[config.mk]
export PLATFORM = sky130hd
export DESIGN_NAME = tpld_ctrl
export DESIGN_NICKNAME = d
export VERILOG_FILES = /design/src/rtl/tpld_pkg.sv /design/src/rtl/tpld_ctrl.sv
export SDC_FILE = /design/constraint.sdc
export NUM_CORES = 1
export LEC_CHECK = 0
export ABC_AREA = 1
export BUFFER_PORTS_ARGS = -buffer_cell sky130_fd_sc_hd__buf_2
export CAP_MARGIN = 15
export CORE_MARGIN = 8
export CORE_UTILIZATION = 30
export DETAILED_ROUTE_END_ITERATION = 16
export MAX_ROUTING_LAYER = met4
export PLACE_DENSITY = 0.6
export SYNTH_ARGS = -nofsm -noshare
export SYNTH_HDL_FRONTEND = slang
export SYNTH_SLANG_ARGS = --single-unit
[constraint.sdc]
create_clock -name clk -period 2 [get_ports clk]
set_input_delay 0 -clock clk [delete_from_list [all_inputs] [get_ports clk]]
set_output_delay 0 -clock clk [all_outputs]
set_load 0.03 [all_outputs]
[src/rtl/tpld_pkg.sv]
// Shared types, codes and the operation sequence for the three-point Lagrange
// derivative block. Used by tpld_ctrl, tpld_datapath and the top level.
`default_nettype none

package tpld_pkg;

    localparam int DATA_WIDTH = 32;
    localparam int FRAC_BITS  = 16;

    // Datapath operations
    localparam logic [2:0] OP_MUL  = 3'd0;
    localparam logic [2:0] OP_ADD  = 3'd1;
    localparam logic [2:0] OP_SUB  = 3'd2;
    localparam logic [2:0] OP_DIV1 = 3'd3;  // first derivative quotient
    localparam logic [2:0] OP_DIV2 = 3'd4;  // second derivative quotient

    // Working register selects (operands and destinations)
    localparam logic [3:0] SEL_H0   = 4'd0;
    localparam logic [3:0] SEL_H1   = 4'd1;
    localparam logic [3:0] SEL_HS   = 4'd2;
    localparam logic [3:0] SEL_D    = 4'd3;
    localparam logic [3:0] SEL_H0SQ = 4'd4;
    localparam logic [3:0] SEL_H1SQ = 4'd5;
    localparam logic [3:0] SEL_DIF  = 4'd6;
    localparam logic [3:0] SEL_ACC  = 4'd7;
    localparam logic [3:0] SEL_TMP  = 4'd8;
    localparam logic [3:0] SEL_F0   = 4'd9;
    localparam logic [3:0] SEL_F1   = 4'd10;
    localparam logic [3:0] SEL_F2   = 4'd11;

    // Step numbering of the sequence
    localparam logic [4:0] STEP_AXIS_FIRST = 5'd5;
    localparam logic [4:0] STEP_LAST       = 5'd16;
    localparam logic [1:0] AXIS_LAST       = 2'd2;

    typedef struct packed {
        logic [2:0] op;
        logic [3:0] a;
        logic [3:0] b;
        logic [3:0] dst;
    } instr_t;

    typedef struct packed {
        logic   capture;  // latch the accepted item
        logic   shift;    // slide the window, no result
        logic   calc_h;   // form the spacings
        logic   clr_sat;  // clear the clip flag
        logic   start;    // start one operation
        instr_t instr;
        logic [1:0] axis; // 0 = x, 1 = y, 2 = z
        logic   commit;   // load result registers and slide the window
        logic   degen;    // result is the degenerate one
    } cmd_t;

    typedef struct packed {
        logic done;       // operation finished (one-cycle pulse)
        logic degen;      // a spacing is zero
    } status_t;

    // Operation sequence: steps 0..4 once per item, 5..16 once per axis
    function automatic instr_t prog(input logic [4:0] step);
        instr_t i;
        i = '{op: OP_ADD, a: SEL_ACC, b: SEL_TMP, dst: SEL_ACC};
        case (step)
            5'd0:  i = '{op: OP_MUL, a: SEL_H0,   b: SEL_H1,   dst: SEL_TMP};
            5'd1:  i = '{op: OP_MUL, a: SEL_TMP,  b: SEL_HS,   dst: SEL_D};
            5'd2:  i = '{op: OP_MUL, a: SEL_H0,   b: SEL_H0,   dst: SEL_H0SQ};
            5'd3:  i = '{op: OP_MUL, a: SEL_H1,   b: SEL_H1,   dst: SEL_H1SQ};
            5'd4:  i = '{op: OP_SUB, a: SEL_H1SQ, b: SEL_H0SQ, dst: SEL_DIF};
            5'd5:  i = '{op: OP_MUL, a: SEL_F2,   b: SEL_H0SQ, dst: SEL_ACC};
            5'd6:  i = '{op: OP_MUL, a: SEL_F1,   b: SEL_DIF,  dst: SEL_TMP};
            5'd7:  i = '{op: OP_ADD, a: SEL_ACC,  b: SEL_TMP,  dst: SEL_ACC};
            5'd8:  i = '{op: OP_MUL, a: SEL_F0,   b: SEL_H1SQ, dst: SEL_TMP};
            5'd9:  i = '{op: OP_SUB, a: SEL_ACC,  b: SEL_TMP,  dst: SEL_ACC};
            5'd10: i = '{op: OP_DIV1, a: SEL_ACC, b: SEL_D,    dst: SEL_ACC};
            5'd11: i = '{op: OP_MUL, a: SEL_F0,   b: SEL_H1,   dst: SEL_ACC};
            5'd12: i = '{op: OP_MUL, a: SEL_F2,   b: SEL_H0,   dst: SEL_TMP};
            5'd13: i = '{op: OP_ADD, a: SEL_ACC,  b: SEL_TMP,  dst: SEL_ACC};
            5'd14: i = '{op: OP_MUL, a: SEL_F1,   b: SEL_HS,   dst: SEL_TMP};
            5'd15: i = '{op: OP_SUB, a: SEL_ACC,  b: SEL_TMP,  dst: SEL_ACC};
            5'd16: i = '{op: OP_DIV2, a: SEL_ACC, b: SEL_D,    dst: SEL_ACC};
            default: i = '{op: OP_ADD, a: SEL_ACC, b: SEL_TMP, dst: SEL_ACC};
        endcase
        return i;
    endfunction

endpackage

`default_nettype wire

[src/rtl/tpld_ctrl.sv]
// Controller for the three-point Lagrange derivative: handshakes, window fill
// count and the walk through the operation sequence. Depends on tpld_pkg.
`default_nettype none

module tpld_ctrl (
    input  wire logic           clk,
    input  wire logic           rst_n,
    input  wire logic           sample_valid,
    output logic                sample_ready,
    output logic                result_valid,
    input  wire logic           result_ready,
    output tpld_pkg::cmd_t      cmd,
    input  wire tpld_pkg::status_t status
);

    localparam logic [2:0] ST_IDLE   = 3'd0;
    localparam logic [2:0] ST_LOAD   = 3'd1;
    localparam logic [2:0] ST_CHECK  = 3'd2;
    localparam logic [2:0] ST_ISSUE  = 3'd3;
    localparam logic [2:0] ST_WAIT   = 3'd4;
    localparam logic [2:0] ST_FINISH = 3'd5;

    logic [2:0] state_reg, state_next;
    logic [1:0] fill_reg, fill_next;
    logic [4:0] step_reg, step_next;
    logic [1:0] axis_reg, axis_next;
    logic       degen_reg, degen_next;
    logic       rvalid_reg, rvalid_next;
    logic       slot_free;

    assign slot_free    = !rvalid_reg || result_ready;
    assign sample_ready = (state_reg == ST_IDLE);
    assign result_valid = rvalid_reg;

    // Next state and commands
    always_comb
    begin
        state_next  = state_reg;
        fill_next   = fill_reg;
        step_next   = step_reg;
        axis_next   = axis_reg;
        degen_next  = degen_reg;
        rvalid_next = rvalid_reg && !result_ready;
        cmd         = '0;
        cmd.instr   = tpld_pkg::prog(step_reg);
        cmd.axis    = axis_reg;
        cmd.degen   = degen_reg;
        unique case (state_reg)
            ST_IDLE:
            begin
                if (sample_valid)
                begin
                    cmd.capture = 1'b1;
                    state_next  = ST_LOAD;
                end
            end
            ST_LOAD:
            begin
                if (fill_reg < 2'd2)
                begin
                    cmd.shift  = 1'b1;
                    fill_next  = fill_reg + 2'd1;
                    state_next = ST_IDLE;
                end
                else
                begin
                    cmd.calc_h = 1'b1;
                    state_next = ST_CHECK;
                end
            end
            ST_CHECK:
            begin
                cmd.clr_sat = 1'b1;
                step_next   = '0;
                axis_next   = '0;
                degen_next  = status.degen;
                state_next  = status.degen ? ST_FINISH : ST_ISSUE;
            end
            ST_ISSUE:
            begin
                cmd.start  = 1'b1;
                state_next = ST_WAIT;
            end
            ST_WAIT:
            begin
                if (status.done)
                begin
                    state_next = ST_ISSUE;
                    if (step_reg == tpld_pkg::STEP_LAST)
                    begin
                        step_next = tpld_pkg::STEP_AXIS_FIRST;
                        axis_next = axis_reg + 2'd1;
                        if (axis_reg == tpld_pkg::AXIS_LAST)
                            state_next = ST_FINISH;
                    end
                    else
                    begin
                        step_next = step_reg + 5'd1;
                    end
                end
            end
            ST_FINISH:
            begin
                if (slot_free)
                begin
                    cmd.commit  = 1'b1;
                    rvalid_next = 1'b1;
                    state_next  = ST_IDLE;
                end
            end
            default:
            begin
                state_next = ST_IDLE;
            end
        endcase
    end

    // Control registers
    always_ff @(posedge clk or negedge rst_n)
    begin
        if (!rst_n)
        begin
            state_reg  <= ST_IDLE;
            fill_reg   <= '0;
            step_reg   <= '0;
            axis_reg   <= '0;
            degen_reg  <= 1'b0;
            rvalid_reg <= 1'b0;
        end
        else
        begin
            state_reg  <= state_next;
            fill_reg   <= fill_next;
            step_reg   <= step_next;
            axis_reg   <= axis_next;
            degen_reg  <= degen_next;
            rvalid_reg <= rvalid_next;
        end
    end

endmodule

`default_nettype wire

==> metrics.md <==
| Metric | Value |
|---|---|
| Status | finished, final reports clean |
| Ys async rst share | 100% |
| Remaining global-route overflow | 0 |
| Worst-case clock buffer depth | 2 |
| Synth warnings | 0 |
| Clk network pwr share | approximately an eighth |
| Number of I/O pins | 32 |
| Via/cell ratio | 4.68 |
| Max_cap viols | 0 |
| Avg Cell Area, Syn | 6.93 um^2 |
| RSZ-0062 raised after global routing | false |
| Comb pwr share | 60.9% |
| CTS Sinks | 14 |
| Fin crit share | between 90% and 100% |
| Peak supply drop | roughly 470 uV |
| Req. time, crit path | about 2000 ps |
| Post-Synthesis Cells | 164 |
| Clock Tree Root | clkbuf_8 |
| Cell Rows | 22 |
| Sw Share | 54.0% |
| Top FF cell, synth | dfrtp_1 |
| Rel. slew slack | approximately 76% |
| Number of global-route vias before repair | roughly 1200 |
| H-tree levels | 1 |
| Slew Viols, Final | 0 |
| Crit path max-delay family | flip-flops |
| Hold Worst Slack | between 70 and 80 ps |
| Seq pwr share | a little over a quarter |
| Synth top area share | ~31% |
| Psw | between 0.9 and 1 mW |
| Drt first pass iters | 4 |
| Ant. Diodes | 0 |
| Later-pin clock latency in the skew report | around 240 ps |
| Top post-synthesis cells by area | dfrtp_1, nand2_1, ha_1, inv_1, nor2_1 |
| Worst min-delay path category | in2reg |
| Max FFs per register | 5 |
| Total CTS buffers | 3 |
| Crit. End Element | output pin |
| CP max stage delay | 460 ps |
| Die Wd | between 70 and 80 um |
| Initial drt markers | 66 |
| Synth cell count leaders | nand2_1, inv_1, nor2_1 |
| Final WL | 2850 um |
| CP Buf/Inv Count | 2 |
| Largest net degree at the start of global routing | 15 |
| Slew @ Worst Pin | between 300 and 400 ps |
| Via count | between 1000 and 1500 |
| Highest Clock Rate | ~550 MHz |
| Clk slew on worst S/H paths | 60 ps |
| Post-DP HPWL | approximately 2300 um |
| Post-synth EDFFs | 0 |
| Setup bufs post-CTS | 0 |
| Core Footprint | 3660 um^2 |
| CP max-delay cell | dfrtp_1 |
| Port bufs | 31 |
| Tmin final | around 1800 ps |
| Crit path cell chain | inv_1, ha_2, nor2_2, nor2_1, o31ai_1, buf_2 |
| CTS tree | built |
| Layout cells sized above 1 | between 20% and 30% |
| Total track usage | about a tenth |
| Synth area leader | dfrtp_1 |
| Skew final | 2.78 ps |
| Total DRC errors in the routed layout | 0 |
| Starting Density | between 30% and 40% |
| Flop and latch count out of synthesis | 14 |
| CP Max Fanout | 8 |
| P_leak | between 0.7 and 0.8 nW |
| Crit path kind | reg2out |
| Internal power | around 0.83 mW |
| Die area | around 6000 um^2 |
| Yosys cell types | 30 |
| Overall power | 1.81 mW |
| WP data arrival | 1830 ps |
| Die Ht | between 70 and 80 um |
| WL/cell | about 12 um |
| CP Launch Type | flop |
| Fillers | 422 |
| Endpoints failing setup | 0 |
| GP Congestion | between 0.8 and 0.9 |
| Sequential cell area fraction in the yosys report | a little over 30% |
| Final Hold Fails | 0 |
| Post-Syn Area | approximately 1100 um^2 |
| First-pass GRT wire length | roughly 5000 um |
| Initial antenna violation count | 0 |
| Most numerous cell in the Yosys netlist | nand2_1 |
| Layout area overhead | 22.7% |
| Cell Pwr Density | 1300 nW/um^2 |
| Syn Nets | 178 |
| Post-route antenna net violation count | 0 |
| NumNets Final | ~210 |
| TNS Setup | 0 ps |
-- logic make-up after synthesis --
kind of cell | Yosys count | share of synthesized area, %
AOI/OAI and AO/OA | 35 | 18.2
xor gates and xnor gates | 2 | 1.54
adders and majority gates | 8 | 8.81
buffers and inverters | 31 | 11.1
DFF | 14 | 30.8
and+or+nand+nor | 74 | 29.5
-- placed cells by master (no fill, tap or decap), drive strengths merged, types with 2 or more instances in the layout --
cell type	synthesis	final
o21ai	17	17
nor2	21	21
dfrtp	14	14
nand2	33	33
xor2	2	2
ha	8	8
dlygate4sd3	0	2
nand4	3	3
clkbuf	0	3
nand3	14	14
nor3	2	2
inv	26	26
buf	4	31
a21oi	11	11
-- power groups by stage --
stage	clock, mW	combinational (mW)	sequential, mW
final	0.227	1.10	0.479
after global routing	0.249	1.24	0.493
after CTS	0.235	1.10	0.476
after detailed placement	0	1.10	0.480
after global placement	0	1.10	0.477
after floorplan	0	0.799	0.501
-- metrics by stage --
stage          setup WS (ps)  instances  util [%]  cell area, um^2
2_1_floorplan           36.4        164         -             1140
3_3_place_gp             307        239      36.2             1330
3_5_place_dp             336        239      36.2             1330
4_1_cts                 69.5        244      37.9             1390
5_1_grt                 12.8        244      38.1             1390
6_report                 169        244      38.1             1390
-- what timing repair did --
item                       4_1_cts  5_1_grt
hold buffers                     2        0
resized for setup                0        4
hold endpoints to repair        15        0
setup endpoints to repair        0        4
-- worst register-to-register path, delay by kind of cell, from the launching register on --
kind / cells / cell delay [ps]
buf+inv: 2 / 260
simple gates: 1 / 230
flops: 1 / 470
compound gates: 2 / 280
fa+ha+maj: 1 / 230
-- cell type report --
cell class	instances	area [um^2]	share of cell area, %
clock buffer	3	41.3	2.96
timing repair buffer	33	175	12.6
sequential	14	352	25.2
inverter	27	101	7.27
tap	48	60.1	4.31
multi-input combinational	119	664	47.7
-- path summary, 6_finish.rpt --
path	from	endpoint	slack, ps	cells past startpoint
hold / removal	result_ready	result_valid	80	4
min in group asynchronous	rst_n	state_reg[0]	180	2
setup reg to reg	step_reg[1]	step_reg[0]	420	6
setup / recovery	step_reg[1]	cmd[8]	170	6
max in group asynchronous	rst_n	step_reg[2]	1550	2
hold reg to reg	degen_reg	degen_reg	480	2
-- routing by layer --
metal  GRT usage, %  vias to the layer above  wire [um]
met5              -                        -          0
met3           2.65                        2         84
li1               -                      601          -
met4           2.64                        0         22
met1           12.1                      525       1340
met2           16.9                       14       1410
Note: power is estimated with default switching activity, not from simulation.
